--- src/design/wrm_pkg.sv ---
// ----------------------------------------------------------------------------
// wrm_pkg
// shared types and constants for the wildcard pattern matcher: transaction
// structs, operation codes, cell control and controller states
// ----------------------------------------------------------------------------
package wrm_pkg;

  localparam logic [7:0] STAR_CODE = 8'h2A;
  localparam logic [7:0] DOT_CODE  = 8'h2E;

  // cells per propagation group of the zero-occurrence chain
  localparam int GROUP_CELLS = 8;

  localparam logic [1:0] OP_APPEND = 2'd0;
  localparam logic [1:0] OP_CLEAR  = 2'd1;
  localparam logic [1:0] OP_BEGIN  = 2'd2;
  localparam logic [1:0] OP_TEXT   = 2'd3;

  typedef struct packed {
    logic [1:0] operation;
    logic [7:0] symbol;
  } in_item_t;

  typedef struct packed {
    logic matched;
    logic overflow;
  } out_item_t;

  typedef enum logic [1:0] {
    CELL_HOLD,
    CELL_EMPTY,
    CELL_ADVANCE,
    CELL_PROP
  } cell_mode_t;

  typedef struct packed {
    cell_mode_t mode;
    logic [7:0] symbol;
  } cell_ctl_t;

  typedef enum logic [1:0] {
    ST_IDLE,
    ST_PROP,
    ST_FINISH
  } state_t;

endpackage

--- src/design/wildcard_regex_matcher_unit.sv ---
// ----------------------------------------------------------------------------
// wildcard_regex_matcher_unit
// matches a byte text stream against a stored pattern of literals, '.' and '*'
// ----------------------------------------------------------------------------
// in_ channel: one transaction per operation (append pattern byte, clear
//   pattern, begin text, text byte); out_ channel: one transaction per input
//   with matched and overflow.
// the pattern lives in a chain of MAX_PATTERN cells, one byte and one match
//   bit each. an operation loads the new row in its accept cycle, then the
//   zero-occurrence term of '*' cells ripples through groups of 8 cells, one
//   group per cycle in the propagation state, and the finish state registers
//   the result.
// one transaction is in work at a time: the input stalls from accept until
//   the result is registered, and a dropped append goes straight to the
//   finish state.
// reset empties the pattern and sets the row for an empty text; no clearing
//   pass is needed.
// a stalled result waits in the output register; the controller holds its
//   finished result until the register frees, and the input stays stalled.
// ----------------------------------------------------------------------------
module wildcard_regex_matcher_unit #(
  parameter int MAX_PATTERN = 32
) (
  input  logic               clk,
  input  logic               rst_n,
  input  logic               in_valid,
  output logic               in_stall,
  input  wrm_pkg::in_item_t  in_data,
  output logic               out_valid,
  input  logic               out_stall,
  output wrm_pkg::out_item_t out_data
);
  import wrm_pkg::*;

  localparam int CW = $clog2(MAX_PATTERN + 1);
  localparam int NG = (MAX_PATTERN + GROUP_CELLS) / GROUP_CELLS;
  localparam int IW = (NG > 1) ? $clog2(NG) : 1;

  state_t        state_r, state_nxt;
  logic [CW-1:0] count_r, count_nxt;
  logic [IW-1:0] iter_r, iter_nxt;
  logic          m0_r, m0_nxt;
  logic          ovf_r, ovf_nxt;
  logic          out_valid_r, out_valid_nxt;
  out_item_t     out_data_r, out_data_nxt;
  logic          wr_any;
  cell_ctl_t     ctl;

  logic [MAX_PATTERN:0] row;
  logic [MAX_PATTERN:0] prop;
  logic [7:0]           bytes [1:MAX_PATTERN];

  assign row[0]  = m0_r;
  assign prop[0] = m0_r;

  for (genvar j = 1; j <= MAX_PATTERN; j++) begin : g_cell
    logic       has_prev;
    logic [7:0] prev_byte;
    logic       zero_src;
    logic       wr_en;

    if (j == 1) begin : g_first
      assign has_prev  = 1'b0;
      assign prev_byte = 8'h00;
      assign zero_src  = 1'b0;
    end else begin : g_rest
      assign has_prev  = 1'b1;
      assign prev_byte = bytes[j-1];
      if ((j % GROUP_CELLS) >= 2) begin : g_inner
        assign zero_src = prop[j-2];
      end else begin : g_edge
        assign zero_src = row[j-2];
      end
    end

    assign wr_en = wr_any && (count_r == CW'(j - 1));

    wrm_cell u_cell (
      .clk        (clk),
      .rst_n      (rst_n),
      .ctl        (ctl),
      .wr_en      (wr_en),
      .has_prev   (has_prev),
      .prev_byte  (prev_byte),
      .left_match (row[j-1]),
      .zero_src   (zero_src),
      .byte_q     (bytes[j]),
      .match_q    (row[j]),
      .match_prop (prop[j])
    );
  end

  always_comb begin
    state_nxt     = state_r;
    count_nxt     = count_r;
    iter_nxt      = iter_r;
    m0_nxt        = m0_r;
    ovf_nxt       = ovf_r;
    out_valid_nxt = out_valid_r && out_stall;
    out_data_nxt  = out_data_r;
    wr_any        = 1'b0;
    ctl.mode      = CELL_HOLD;
    ctl.symbol    = in_data.symbol;
    in_stall      = (state_r != ST_IDLE);
    unique case (state_r)
      ST_IDLE: begin
        if (in_valid) begin
          iter_nxt  = '0;
          ovf_nxt   = 1'b0;
          state_nxt = ST_PROP;
          unique case (in_data.operation)
            OP_APPEND: begin
              if (count_r == CW'(MAX_PATTERN)) begin
                ovf_nxt   = 1'b1;
                state_nxt = ST_FINISH;
              end else begin
                wr_any    = 1'b1;
                count_nxt = count_r + CW'(1);
                ctl.mode  = CELL_EMPTY;
                m0_nxt    = 1'b1;
              end
            end
            OP_CLEAR: begin
              count_nxt = '0;
              ctl.mode  = CELL_EMPTY;
              m0_nxt    = 1'b1;
            end
            OP_BEGIN: begin
              ctl.mode = CELL_EMPTY;
              m0_nxt   = 1'b1;
            end
            OP_TEXT: begin
              ctl.mode = CELL_ADVANCE;
              m0_nxt   = 1'b0;
            end
            default: begin
              ctl.mode = CELL_HOLD;
            end
          endcase
        end
      end
      ST_PROP: begin
        ctl.mode = CELL_PROP;
        if (iter_r == IW'(NG - 1)) begin
          state_nxt = ST_FINISH;
        end else begin
          iter_nxt = iter_r + IW'(1);
        end
      end
      ST_FINISH: begin
        if (!out_valid_r || !out_stall) begin
          out_valid_nxt         = 1'b1;
          out_data_nxt.matched  = row[count_r];
          out_data_nxt.overflow = ovf_r;
          state_nxt             = ST_IDLE;
        end
      end
      default: begin
        state_nxt = ST_IDLE;
      end
    endcase
  end

  always_ff @(posedge clk) begin
    if (!rst_n) begin
      state_r     <= ST_IDLE;
      count_r     <= '0;
      iter_r      <= '0;
      m0_r        <= 1'b1;
      ovf_r       <= 1'b0;
      out_valid_r <= 1'b0;
    end else begin
      state_r     <= state_nxt;
      count_r     <= count_nxt;
      iter_r      <= iter_nxt;
      m0_r        <= m0_nxt;
      ovf_r       <= ovf_nxt;
      out_valid_r <= out_valid_nxt;
    end
  end

  always_ff @(posedge clk) begin
    out_data_r <= out_data_nxt;
  end

  assign out_valid = out_valid_r;
  assign out_data  = out_data_r;

  a_accept_starts_work: assert property (@(posedge clk) disable iff (!rst_n)
    (in_valid && !in_stall) |=> (state_r != ST_IDLE))
    else $error("accepted transaction did not start work");

  a_count_in_range: assert property (@(posedge clk) disable iff (!rst_n)
    count_r <= CW'(MAX_PATTERN))
    else $error("pattern count beyond capacity");

  a_overflow_only_full: assert property (@(posedge clk) disable iff (!rst_n)
    (out_valid && out_data.overflow && $rose(out_valid)) |-> (count_r == CW'(MAX_PATTERN)))
    else $error("overflow reported with room in the pattern store");

  a_finish_delivers: assert property (@(posedge clk) disable iff (!rst_n)
    (state_r == ST_FINISH && !out_valid) |=> (out_valid && state_r == ST_IDLE))
    else $error("finished result not delivered to a free output register");

endmodule

--- src/design/wrm_cell.sv ---
// ----------------------------------------------------------------------------
// wrm_cell
// one pattern position: holds its pattern byte and its match bit, computes
// the row update from its left neighbors and ors in the zero-occurrence term
// ----------------------------------------------------------------------------
module wrm_cell (
  input  logic              clk,
  input  logic              rst_n,
  input  wrm_pkg::cell_ctl_t ctl,
  input  logic              wr_en,
  input  logic              has_prev,
  input  logic [7:0]        prev_byte,
  input  logic              left_match,
  input  logic              zero_src,
  output logic [7:0]        byte_q,
  output logic              match_q,
  output logic              match_prop
);
  import wrm_pkg::*;

  logic [7:0] byte_r;
  logic       match_r;
  logic       match_nxt;
  logic       is_star;
  logic       lit_hit;
  logic       prev_hit;
  logic       adv_bit;

  assign is_star    = has_prev && (byte_r == STAR_CODE);
  assign lit_hit    = (byte_r == DOT_CODE) || (byte_r == ctl.symbol);
  assign prev_hit   = (prev_byte == DOT_CODE) || (prev_byte == ctl.symbol);
  assign adv_bit    = is_star ? (prev_hit && match_r)
                              : (!(byte_r == STAR_CODE) && lit_hit && left_match);
  assign match_prop = match_r || (is_star && zero_src);

  always_comb begin
    unique case (ctl.mode)
      CELL_EMPTY:   match_nxt = 1'b0;
      CELL_ADVANCE: match_nxt = adv_bit;
      CELL_PROP:    match_nxt = match_prop;
      default:      match_nxt = match_r;
    endcase
  end

  always_ff @(posedge clk) begin
    if (!rst_n) begin
      match_r <= 1'b0;
    end else begin
      match_r <= match_nxt;
    end
  end

  always_ff @(posedge clk) begin
    if (wr_en) begin
      byte_r <= ctl.symbol;
    end
  end

  assign byte_q  = byte_r;
  assign match_q = match_r;

endmodule

--- config.mk ---
export PLATFORM = sky130hd
export DESIGN_NAME = wildcard_regex_matcher_unit
export DESIGN_NICKNAME = d
export VERILOG_FILES = /design/src/design/wrm_pkg.sv /design/src/design/wildcard_regex_matcher_unit.sv /design/src/design/wrm_cell.sv
export SDC_FILE = /design/constraint.sdc
export NUM_CORES = 1
export LEC_CHECK = 0
export ABC_AREA = 0
export CORE_ASPECT_RATIO = 1.25
export CORE_MARGIN = 4
export CORE_UTILIZATION = 61
export DETAILED_ROUTE_END_ITERATION = 7
export DONT_BUFFER_PORTS = 1
export GPL_ROUTABILITY_DRIVEN = 1
export GPL_TIMING_DRIVEN = 0
export PLACE_DENSITY_LB_ADDON = 0.05
export SYNTH_ARGS = -nofsm -noshare
export SYNTH_HDL_FRONTEND = slang
export SYNTH_SLANG_ARGS = --single-unit
export TNS_END_PERCENT = 20
--- constraint.sdc ---
create_clock -name clk -period 4.1 [get_ports clk]
set_clock_uncertainty 0.05 [all_clocks]
set_input_delay 0.82 -clock clk [delete_from_list [all_inputs] [get_ports clk]]
set_output_delay 0.82 -clock clk [all_outputs]
set_load 0.02 [all_outputs]
Yosys cells after proc, flatten, opt, wreduce, memory -nomap -nowiden
Cells that the tools add are included.
{"block": "op_classes", "n_addsub": 2, "n_mul": 0, "n_div": 0, "order_cmp": 1, "eq_ne": 142, "n_shift": 0, "n_mux": 90, "bitwise": 0, "n_reduce_logical": 272}
{"op": "$eq 8x6->1 const B", "count": 64}
{"op": "$eq 8x8->1", "count": 32}
{"op": "$logic_and 1x1->1", "count": 159}
{"op": "$eq 6x5->1 const B", "count": 16}
{"op": "$pmux 1 s3", "count": 32}
{"op": "$logic_or 1x1->1", "count": 64}
{"op": "$eq 6x4->1 const B", "count": 8}
{"op": "$mux 1", "count": 42}
{"op": "$logic_not 1->1", "count": 34}
{"op": "$eq 6x3->1 const B", "count": 4}
{"op": "$eq 6x2->1 const B", "count": 2}
{"op": "$mux 2", "count": 6}
{"op": "$pmux 2 s3", "count": 2}
{"op": "$pmux 6 s2", "count": 1}
{"op": "$eq 2x2->1 const B", "count": 5}
{"op": "$ne 2x2->1 const B", "count": 5}
{"op": "$reduce_and 3->1", "count": 3}
{"op": "$reduce_bool 2->1", "count": 4}
{"op": "$lt 6x7->1 const B", "count": 1}
{"op": "$add 6x1->6 const B", "count": 1}
{"op": "$bmux 1 s6", "count": 1}
{"op": "$eq 2x1->1 const B", "count": 3}
{"op": "$eq 6x1->1 const B", "count": 1}
{"op": "$eq 6x6->1 const B", "count": 1}
{"op": "other kinds (13)", "count": 16}
{"block": "totals", "ff_bits": 304, "latchBits": 0, "ram_bits": 0, "mem_bits_ro": 0, "output_inout_bits": 4, "wordCells": 579, "n_memories": 0}

Depth between registers and ports, before layout
Gate-level depths: netlist of the first run.
{"block": "logic_depth", "word_depth": 10, "mapped_depth": 18}

Hierarchy
A second synthesis of the first run with hierarchy kept.
{"block": "unflattened", "hier_cells": 1799, "hier_area_um2": 20275.7}
{"mod": "wrm_cell", "n_inst": 32, "cells_each": 50, "area_each_um2": 589.3, "seq_area_each_um2": 260.2}
{"mod": "wildcard_regex_matcher_unit", "n_inst": 1, "cells_each": 199, "area_each_um2": 1417.6, "seq_area_each_um2": 340.3}

Worst setup path before layout of the first run
No wires, ideal clock.
{"block": "synth_path", "path_type": "register to register", "startpoint": "reg count_r[1]", "endpoint": "reg g_cell[28].u_cell.match_r", "setup_time_ns": 0.083, "arrival_ns": 3.177, "path_slack_ns": 0.790, "path_stages_with_launch": 18, "path_buffers": 3, "synth_period_minus_slack_ns": 3.310, "path_cell_list": "dfxtp_1 > clkbuf_1 > inv_1 > ha_1 > and3_1 > clkbuf_1 > a21oi_1 > a21oi_1 > or2_2 > inv_1 > ha_1 > clkbuf_1 > nand3b_1 > o41ai_1 > nand2_1 > o21ai_0 > o2111ai_1 > o221ai_1"}
{"block": "synth_between", "elab_chain_cells": 7, "word_cells_on_any_way": 10}
{"item": "from (decl)", "line_no": "wildcard_regex_matcher_unit.sv:40", "source": "logic [CW-1:0] count_r, count_nxt;"}
{"item": "from (signal assigned)", "line_no": "wildcard_regex_matcher_unit.sv:174", "source": "count_r <= count_nxt;"}
{"item": "$eq 6x6->1 *", "line_no": "wildcard_regex_matcher_unit.sv:113", "source": "if (count_r == CW'(MAX_PATTERN)) begin"}
{"item": "$mux 1 *", "line_no": "wildcard_regex_matcher_unit.sv:113"}
{"item": "$pmux 2 s3 *", "line_no": "wildcard_regex_matcher_unit.sv:111", "source": "unique case (in_data.operation)"}
{"item": "$mux 2 *", "line_no": "wildcard_regex_matcher_unit.sv:107", "source": "if (in_valid) begin"}
{"item": "$pmux 2 s2 *", "line_no": "wildcard_regex_matcher_unit.sv:105", "source": "unique case (state_r)"}
{"item": "$eq 2x2->1 or $eq 2x1->1 (tied branches)", "line_no": "wrm_cell.sv:37", "source": "unique case (ctl.mode)"}
{"item": "$pmux 1 s3 or $reduce_bool 3->1 (tied branches)"}
{"item": "to (signal assigned)", "line_no": "wrm_cell.sv:49", "source": "match_r <= match_nxt;"}
{"item": "to (decl)", "line_no": "wrm_cell.sv:22", "source": "logic match_r;"}
Mark *: on every way between the ends. The rest lies on a longest branch, timed or not.
A chain may end at the register's enable or synchronous reset.

Final worst setup path of the first run
{"block": "layout_path", "startpoint": "reg count_r[1]", "endpoint": "reg g_cell[14].u_cell.match_r"}
{"block": "layout_between", "elab_chain_cells": 7, "word_cells_on_any_way": 10}
{"item": "$eq 6x6->1 *", "line_no": "wildcard_regex_matcher_unit.sv:113"}
{"item": "$mux 1 *", "line_no": "wildcard_regex_matcher_unit.sv:113"}
{"item": "$pmux 2 s3 *", "line_no": "wildcard_regex_matcher_unit.sv:111"}
{"item": "$mux 2 *", "line_no": "wildcard_regex_matcher_unit.sv:107"}
{"item": "$pmux 2 s2 *", "line_no": "wildcard_regex_matcher_unit.sv:105"}
{"item": "$eq 2x2->1 or $eq 2x1->1 (tied branches)", "line_no": "wrm_cell.sv:37"}
{"item": "$pmux 1 s3 or $reduce_bool 3->1 (tied branches)"}
{"item": "to (signal assigned)", "line_no": "wrm_cell.sv:49"}
{"item": "to (decl)", "line_no": "wrm_cell.sv:22"}
Marks and branches as above.

==> results.md, run 1 <==
- Outcome: finished clean
- Top Family by Delay on Critical Path: buffers and inverters
- Mapped Cells: approximately 1,300
- Peak VDD IR: about 0.37 mV
- Worst Path Required: 4.55 ns
- Final period util: 0.952
- GRT overflow: 0
- Buf+Inv Stages, Crit Path: 5
- Drt via density: roughly 6.6
- Async SR Flop Fraction: 0
- Slowest Stage Delay on Critical Path: 0.47 ns
- Die Width: ~150 µm
- Antenna violations before repair: 0
- H-tree lvl count: 1
- Leak: around 5.4 nW
- Slowest CP cell: dfxtp_1
- CTS sink cnt: 304
- Cell taking the most area after synthesis: edfxtp_1
- Seq cells post-synth: 304
- Final Instance Area: 0.0169 mm²
- Core area: 0.0247 mm²
- Pwr/cell area: roughly 400 mW/mm²
- Fin. Hold Viols: 0
- Worst setup margin: just under 0.2 ns
- Non-Filler Instances: ~1,700
- Worst path cell trace: clkbuf_2 -> inv_1 -> ha_1 -> and3_1 -> clkbuf_1 -> a21oi_1 -> a21oi_1 -> or2_2 -> inv_1 -> ha_1 -> clkbuf_2 -> nand3_1 -> o21ai_1 -> a31oi_1 -> nand4b_1 -> o2111a_1
- Max Cap Viol: 0
- First-pass GRT wire length: ~64,000 µm
- Register area share after synthesis: 0.563
- Placed inst area: ~0.016 mm²
- Rows: 64
- Post-layout util: 0.683
- Synthesized area: about 0.015 mm²
- Die Area: 0.0278 mm²
- Yosys cell types: 84
- Most used flip-flop cell after synthesis: edfxtp_1
- Crit path launch: count_r[1]
- # port buffers: 0
- CTS tree: built
- Worst hold start: in_data[2]
- Critical path peak fanout: 10
- Pin count of the biggest net entering global routing: 34
- Starting density of the core: 0.624
- Dpl hpwl: 28,700 µm
- Nets: ~1,300
- Clock transition at path regs: approximately 0.060 ns
- RSZ-0062 raised after global routing: false
- Largest cells by area after synthesis: edfxtp_1 (50%), xnor2_1 (9.8%), dfxtp_1 (6.0%)
- Max Freq: 0.256 GHz
- Post-route DRC: 0
- Reg-to-reg critical path startpoint: count_r[1]
- Drt total wl: roughly 43,000 µm
- Wirelength per Cell: 26.1 µm
- GPL Wtd Cong: a little over 1
- Fill cells: around 1,900
- Drt pass-1 iters: 5
- Setup CP Type: flop to flop
- Syn nets: 1,302
- Critical path startpoint category: flop
- Global-route usage over all layers: 0.310
- Vias in the first global route: 10,819
- Synth warn: 0
- EDFF count, synth: 258
- CP arrival: approximately 4.4 ns
- Yosys top cell area share: 0.504
- Slew HR: 0.201
- N_diodes: 0
- Worst-Skew Late Latency: 0.56 ns
- Most frequent cells after synthesis: edfxtp_1 (258), xnor2_1 (173), xor2_1 (89), nand2_1 (88), nor2_1 (87)
- Most frequent cell after synthesis: edfxtp_1
- Endpoint class of the critical path: flop
- CTS Buf Count: 30
- Min Hold Slack: 0.306 ns
- Max Slew Vio Count: 0
- Layout cells sized above 1: 0.0963
- Post-layout min period: ~3.9 ns
- CTS Buffer Depth: 3
- Pre-CTS setup slack: -0.319 ns
- Sequential Area: slightly below 0.009 mm²
- Placed Cells: 1,605
- Clk root buf: clkbuf_16
- Area of the multi-input gates: approximately 0.0063 mm²
- Path type of the worst min-delay path: input pin to flop
- Worst slew pin tran: around 1.2 ns
- ANT nets after route: 0
- Final setup viols: 0
- Vias: approximately 11,000
- Synth-to-layout area growth: 9.53%
- Ports: 18
- Syn_area_per_cell: 12.1 µm²
- Number of DRC markers in iteration 0: roughly 1,100
- Die Y: about 190 µm
[sequential cells by signal, indices dropped and copies added, names as in the netlist]
name,count
ovf_r,1
g_cell.zero_src,1
g_cell.u_cell.match_q,32
out_valid,1
iter_r,3
out_data,2
g_cell.u_cell.byte_q,256
state_r,2
count_r,6
[report_power, final]
part           total (mW)  internal, mW  switching (mW)
sequential           3.41          3.37          0.0327
combinational       0.483         0.175           0.308
clock                2.90          1.75            1.14
[cells by family (layout without fill, tap and decap cells)]
kind of cell / Yosys count / in the layout / share of synthesized area
XOR/XNOR: 262 / 262 / 0.149
AO/OA/AOI/OAI: 191 / 191 / 0.0856
multiplexers: 15 / 15 / 0.0168
adder cells (fa/ha/maj): 13 / 13 / 0.0106
flip-flops: 304 / 304 / 0.563
AND/OR/NAND/NOR: 408 / 408 / 0.148
buffers and inverters: 82 / 136 / 0.0271
[final cells by class]
cell class,instances,share of cell area
inverter,28,0.00624
buffer,54,0.0186
tap,330,0.0245
clock buffer,35,0.0469
clock inverter,19,0.0150
sequential,304,0.514
multi-input combinational,889,0.374
[routing by layer]
layer	global-route usage	vias to the layer above	share of wire
met4	0.146	0	0.055
met2	0.514	608	0.47
met1	0.397	5367	0.38
met5	0	-	0
li1	-	4827	-
met3	0.0587	144	0.095
[what timing repair did]
action	CTS	global route
gates resized for setup	2	2
hold buffers	0	0
gates cloned	0	0
setup buffers	0	0
pin swaps	0	0
endpoints found under the setup margin	11	3
[through the flow]
step / total power, mW / TNS [ns]
after global routing: 6.97 / 0
after detailed placement: 3.94 / -1.19
after CTS: 6.80 / 0
final: 6.79 / 0
after floorplan: 3.79 / 0
after global placement: 3.93 / -2.24
[cell usage in the layout (no fill, tap or decap), drive strengths merged, types with 6 or more instances in the layout]
master / n
a31oi: 17
clkinv: 12
a21oi: 39
ha: 13
nand3: 19
nand2: 88
and2: 6
and3: 6
o22ai: 8
nand3b: 6
o211ai: 8
nor3: 27
mux4: 8
inv: 29
xnor2: 173
nor3b: 6
nor4: 31
a22oi: 7
o21ai: 43
nand4b: 12
nor2: 87
mux2: 6
nand2b: 10
buf: 39
clkbuf: 49
xor2: 89
nor4b: 15
or4b: 17
nand4: 46
nor2b: 8
edfxtp: 258
dfxtp: 46
bufinv: 6
[path summary, 6_finish.rpt]
check	to	slack, ns	cells after the start
setup reg to reg	g_cell[14].u_cell.match_q	0.20	16
hold / removal	g_cell[19].u_cell.byte_q[2]	0.31	0
hold reg to reg	out_data[0]	0.40	0
setup / recovery	g_cell[14].u_cell.match_q	0.20	16
Power figures use the tool's default switching activity.
==> run 2: changes to the inputs <==
--- a/config.mk
+++ b/config.mk
@@ -8,7 +8,7 @@
 export ABC_AREA = 0
 export CORE_ASPECT_RATIO = 1.25
 export CORE_MARGIN = 4
-export CORE_UTILIZATION = 61
+export CORE_UTILIZATION = 55
 export DETAILED_ROUTE_END_ITERATION = 7
 export DONT_BUFFER_PORTS = 1
 export GPL_ROUTABILITY_DRIVEN = 1
==> results.md, run 2 (synthesized netlist as in run 1, its figures left out) <==
- Outcome: finished clean
- Core area: 0.0276 mm² (+12%)
- # port buffers: 0 (unchanged)
- Setup CP Type: flop to flop
- Starting density of the core: 0.558 (-0.0657)
- Slowest CP cell: clkbuf_1
- Synth-to-layout area growth: 10.5%
- Die Y: 195 µm (+5.1%)
- Hold-fix buffers, CTS: 0 (unchanged)
- Leak: 5.43 nW (+1.5%)
- Setup bufs post-CTS: 0 (unchanged)
- Pwr/cell area: 415 mW/mm² (+3.2%)
- Fin. Hold Viols: 0 (unchanged)
- Drt total wl: 45,200 µm (+4.6%)
- Worst Path Required: 4.49 ns (-0.06 ns)
- Vias in the first global route: 10,754 (-0.60%)
- Nets: 1,338 (+0.30%)
- Rows: 68 (+6.3%)
- Reg power frac: 0.482 (-0.020)
- Max Cap Viol: 0 (unchanged)
- Buf+Inv Stages, Crit Path: 6 (+1)
- Clk root buf: clkbuf_16
- Internal power: 5.50 mW (+3.8%)
- Path type of the worst min-delay path: input pin to flop
- ANT nets after route: 0 (unchanged)
- Post-layout min period: 3.93 ns (+0.0327 ns)
- Drt via density: 6.46 (-2.2%)
- Worst setup margin: 0.166 ns (-0.0327 ns)
- CTS tree: built
- N_diodes: 0 (unchanged)
- Commonest non-fill, non-tap cell in the layout: edfxtp_1
- Switching share of total power: 0.222 (+0.00283)
- First-pass GRT wire length: 66,800 µm (+4.2%)
- Clock transition at path regs: 0.06 ns (about the same)
- Layout cells sized above 1: 0.101 (+0.00481)
- Slew HR: 0.316 (+0.115)
- GRT overflow: 0 (unchanged)
- Drt pass-1 iters: 5 (unchanged)
- Clock Power Share: 0.448 (+0.021)
- Max Slew Vio Count: 0 (unchanged)
- Max Freq: 0.254 GHz (-0.83%)
- Antenna violations before repair: 0 (unchanged)
- Worst path cell trace: clkbuf_4 -> inv_1 -> ha_1 -> and3_1 -> clkbuf_1 -> a21oi_1 -> a21oi_1 -> or2_2 -> ha_1 -> clkbuf_1 -> clkbuf_1 -> buf_2 -> o211ai_1 -> a31oi_1
- Worst-Skew Late Latency: 0.51 ns (-0.05 ns)
- GPL Wtd Cong: 0.979 (-5.2%)
- Critical path peak fanout: 10 (unchanged)
- Endpoint class of the critical path: flop
- Slowest Stage Delay on Critical Path: 0.59 ns (+0.12 ns)
- CTS sink cnt: 304 (unchanged)
- Commonest cells after routing, fill and taps aside: edfxtp_1 (258), xnor2_1 (173), xor2_1 (89), nand2_1 (88), nor2_1 (87)
- TNS Setup: 0 ns (unchanged)
- Placed inst area: 0.0158 mm² (+0.16%)
- Max reg flops: 256 (unchanged)
- Switch Pwr: 1.57 mW (+5.5%)
- Min Hold Slack: 0.350 ns (+0.0441 ns)
- Die Width: 158 µm (+5.0%)
- RSZ-0062 raised after global routing: false
- CTS Buf Count: 34 (+13%)
- Peak VDD IR: 0.336 mV (-9.0%)
- Fill cells: 2,208 (+17%)
- CP arrival: 4.32 ns (-0.03 ns)
- CTS Buffer Depth: 3 (unchanged)
- Global-route usage over all layers: 0.296 (-0.0148)
- Final setup viols: 0 (unchanged)
- Number of DRC markers in iteration 0: 1,139 (+7.7%)
- Overall power: 7.07 mW (+4.1%)
- H-tree lvl count: 2 (+1)
- Pin count of the biggest net entering global routing: 34 (unchanged)
- Critical path startpoint category: flop
- Vias: 10,877 (-0.63%)
- Wirelength per Cell: 26.8 µm (+3.0%)
- Post-route DRC: 0 (unchanged)
- Top Family by Delay on Critical Path: buffers and inverters
- Dpl hpwl: 29,700 µm (+3.6%)
- Final period util: 0.960 (+0.00797)
- Crit path top cell by count: clkbuf_1
- Ports: 18 (unchanged)
- Die Area: 0.0307 mm² (+10%)
- Combinational power share: 0.069 (-0.002)
- Worst slew pin tran: 1.02 ns (-0.171 ns)
- Pre-CTS setup slack: -0.525 ns (-0.206 ns)
- Final Instance Area: 0.0170 mm² (+0.93%)
[run 2: stage by stage]
step                      cells  utilization
final                      1685        0.617
after global routing       1685        0.617
after CTS                  1685        0.616
after detailed placement   1625        0.574
after global placement     1625        0.574
after floorplan            1275            -
[run 2: worst reg2reg max path, delay by kind of cell (launching register included)]
kind | cells | cell delay [ns]
buffers and inverters | 6 | 2.11
AND/OR/NAND/NOR | 2 | 0.32
AO/OA/AOI/OAI | 4 | 0.68
adder cells (fa/ha/maj) | 2 | 0.32
flip-flops | 1 | 0.39
[run 2: worst paths after layout]
kind,from,cells past startpoint,endpoint,slack [ns]
worst min-delay path,in_data[6],0,g_cell[30].u_cell.byte_q[6],0.35
worst max-delay path,count_r[1],14,g_cell[23].u_cell.match_q,0.17
worst max register to register,count_r[1],14,g_cell[23].u_cell.match_q,0.17
worst min register to register,ovf_r,0,out_data[0],0.38
[run 2: cell type report]
cell class                      count  area, µm²  area share
Tap cell                          350        438      0.0257
Inverter                           28        105     0.00618
Multi-Input combinational cell    889       6320       0.372
Buffer                             54        323      0.0190
Clock buffer                       42        902      0.0530
Clock inverter                     18        253      0.0149
Sequential cell                   304       8670       0.510
[run 2: power groups by stage]
| stage | Clock [mW] | Combinational [mW] | Sequential [mW] |
|---|---|---|---|
| 2_1_floorplan | 0 | 0.334 | 3.46 |
| 3_3_place_gp | 0 | 0.477 | 3.47 |
| 3_5_place_dp | 0 | 0.479 | 3.47 |
| 4_1_cts | 3.19 | 0.482 | 3.41 |
| 5_1_grt | 3.34 | 0.520 | 3.41 |
| 6_report | 3.17 | 0.490 | 3.41 |
[run 2: repair_timing]
item | in CTS | in global routing
resized for setup | 4 | 8
hold endpoints to repair | 0 | 0
endpoints found under the setup margin | 21 | 4
[run 2: layer usage]
layer  track usage  vias up  part of all wire
met1         0.402     5376              0.39
met2         0.475      567              0.48
met5             0        -                 0
met4         0.114        0             0.044
met3        0.0523      110             0.090
li1              -     4824                 -
==> run 3: changes to the inputs <==
--- a/config.mk
+++ b/config.mk
@@ -13,7 +13,7 @@
 export DONT_BUFFER_PORTS = 1
 export GPL_ROUTABILITY_DRIVEN = 1
 export GPL_TIMING_DRIVEN = 0
-export PLACE_DENSITY_LB_ADDON = 0.05
+export PLACE_DENSITY = 0.7
 export SYNTH_ARGS = -nofsm -noshare
 export SYNTH_HDL_FRONTEND = slang
 export SYNTH_SLANG_ARGS = --single-unit
==> results.md, run 3 (synthesized netlist as in run 1, its figures left out) <==
- Outcome: finished clean
- Endpoint class of the critical path: flop
- Peak VDD IR: 0.503 mV (+50%)
- Slew HR: 0.0794 (-0.237)
- H-tree lvl count: 1 (-1)
- Max Slew Vio Count: 0 (unchanged)
- CTS Buf Count: 31 (-8.8%)
- RSZ-0062 raised after global routing: false
- Reg2reg setup slack: 0.20 ns (+0.04 ns)
- Worst path cell trace: clkbuf_4 -> inv_1 -> ha_1 -> and3_1 -> clkbuf_1 -> a21oi_1 -> a21oi_1 -> or2_2 -> ha_1 -> clkbuf_1 -> clkbuf_1 -> buf_2 -> o21ai_0 -> a31oi_1
- Wirelength per Cell: 26.4 µm (-1.6%)
- Top Family by Delay on Critical Path: buffers and inverters
- Reg power frac: 0.509 (+0.027)
- Post-layout min period: 3.90 ns (-0.0379 ns)
- # port buffers: 0 (unchanged)
- Global-route usage over all layers: 0.287 (-0.00891)
- Worst-Skew Late Latency: 0.57 ns (+0.06 ns)
- Commonest cells after routing, fill and taps aside: edfxtp_1 (258), xnor2_1 (173), xor2_1 (89), nand2_1 (88), nor2_1 (87)
- Ports: 18 (unchanged)
- Starting density of the core: 0.558 (unchanged)
- CTS sink cnt: 304 (unchanged)
- Clock Power Share: 0.419 (-0.029)
- Pin count of the biggest net entering global routing: 34 (unchanged)
- TNS Setup: 0 ns (unchanged)
- Die Area: 0.0307 mm² (unchanged)
- ANT nets after route: 0 (unchanged)
- Drt via density: 6.45 (about the same)
- CTS tree: built
- Post-layout util: 0.611 (-0.00613)
- GRT overflow: 0 (unchanged)
- Worst slew pin tran: 1.37 ns (+0.352 ns)
- Path type of the worst min-delay path: input pin to flop
- First-pass GRT wire length: 65,700 µm (-1.7%)
- Vias in the first global route: 10,796 (+0.39%)
- Dpl hpwl: 29,500 µm (-0.84%)
- GPL Wtd Cong: 0.990 (+1.1%)
- Combinational power share: 0.072 (+0.003)
- Nets: 1,335 (-0.22%)
- N_diodes: 0 (unchanged)
- Switching share of total power: 0.227 (+0.00575)
- Core area: 0.0276 mm² (unchanged)
- Drt pass-1 iters: 6 (+1)
- CTS Buffer Depth: 3 (unchanged)
- Max Cap Viol: 0 (unchanged)
- Crit path top cell by count: clkbuf_1
- Number of DRC markers in iteration 0: 1,112 (-2.4%)
- Switch Pwr: 1.52 mW (-2.8%)
- Synth-to-layout area growth: 9.45%
- Internal power: 5.18 mW (-5.9%)
- CP arrival: 4.33 ns (about the same)
- Clock transition at path regs: 0.07 ns (about the same)
- Rows: 68 (unchanged)
- Commonest non-fill, non-tap cell in the layout: edfxtp_1
- Die Width: 158 µm (unchanged)
- Slowest CP cell: clkbuf_1
- Post-route DRC: 0 (unchanged)
- Slowest Stage Delay on Critical Path: 0.58 ns (about the same)
- Vias: 10,841 (-0.33%)
- Hold-fix buffers, CTS: 0 (unchanged)
- Leak: 5.34 nW (-1.8%)
- Max reg flops: 256 (unchanged)
- Layout cells sized above 1: 0.0984 (-0.00270)
- Critical path peak fanout: 10 (unchanged)
- Drt total wl: 44,400 µm (-1.8%)
- Fin. Hold Viols: 0 (unchanged)
- Final period util: 0.950 (-0.00926)
- Critical path startpoint category: flop
- Antenna violations before repair: 0 (unchanged)
- Pwr/cell area: 398 mW/mm² (-4.3%)
- Buf+Inv Stages, Crit Path: 6 (unchanged)
- Clk root buf: clkbuf_16
- Final setup viols: 0 (unchanged)
- Max Freq: 0.257 GHz (+0.97%)
- Worst Path Required: 4.53 ns (+0.04 ns)
- Die Y: 195 µm (unchanged)
- Setup CP Type: flop to flop
run 3: changes by cell type in the layout (fill, tap and decap cells not counted), sizes merged:
cell and delta:
clkbuf -8, clkinv +7, bufinv -2, inv -2, clkinvlp +1
run 3: worst register-to-register path: cells and delay by family (launching register included):
| kind | cells | cell delay (ns) |
|---|---|---|
| flip-flops | 1 | 0.38 |
| AND/OR/NAND/NOR | 2 | 0.31 |
| adder cells (fa/ha/maj) | 2 | 0.31 |
| buffers and inverters | 6 | 2.15 |
| AO/OA/AOI/OAI | 4 | 0.63 |
run 3: power groups by stage:
stage / clock [mW] / sequential, mW / combinational [mW]
after floorplan: 0 / 3.46 / 0.334
after global placement: 0 / 3.47 / 0.465
after detailed placement: 0 / 3.47 / 0.471
after CTS: 2.82 / 3.41 / 0.475
after global routing: 2.96 / 3.41 / 0.513
final: 2.81 / 3.41 / 0.483
run 3: per-stage QoR:
| step | hold slack (ns) | std cells | total power [mW] | setup slack [ns] | instance area (µm²) |
|---|---|---|---|---|---|
| 2_1_floorplan | 0.353 | 1275 | 3.79 | 0.790 | 15400 |
| 3_3_place_gp | 0.367 | 1625 | 3.94 | -0.484 | 15800 |
| 3_5_place_dp | 0.369 | 1625 | 3.94 | -0.474 | 15800 |
| 4_1_cts | 0.288 | 1681 | 6.70 | 0.0792 | 16800 |
| 5_1_grt | 0.284 | 1681 | 6.88 | 0.00767 | 16800 |
| 6_report | 0.303 | 1681 | 6.70 | 0.203 | 16800 |
run 3: what timing repair did:
item                       CTS  global route
setup endpoints to repair   11             5
gates resized for setup      3             6
buffers inserted             0             0
run 3: worst paths after layout:
| check | start | end | cells after the start |
|---|---|---|---|
| max reg2reg | count_r[1] | g_cell[4].u_cell.match_q | 14 |
| min reg2reg | ovf_r | out_data[0] | 0 |
| max | count_r[1] | g_cell[4].u_cell.match_q | 14 |
| min | in_data[2] | g_cell[18].u_cell.byte_q[2] | 0 |
run 3: layout make-up:
cell class / instances / area, µm²
buffer: 54 / 322
clock buffer: 34 / 787
clock inverter: 22 / 211
fill: 2267 / 10700
inverter: 28 / 105
multi-input combinational: 889 / 6310
sequential: 304 / 8670
tap: 350 / 438
run 3: layer usage:
metal	global-route usage	wire, µm
met1	0.385	17500
met5	0	0
met3	0.0452	3820
met2	0.462	20800
met4	0.126	2320
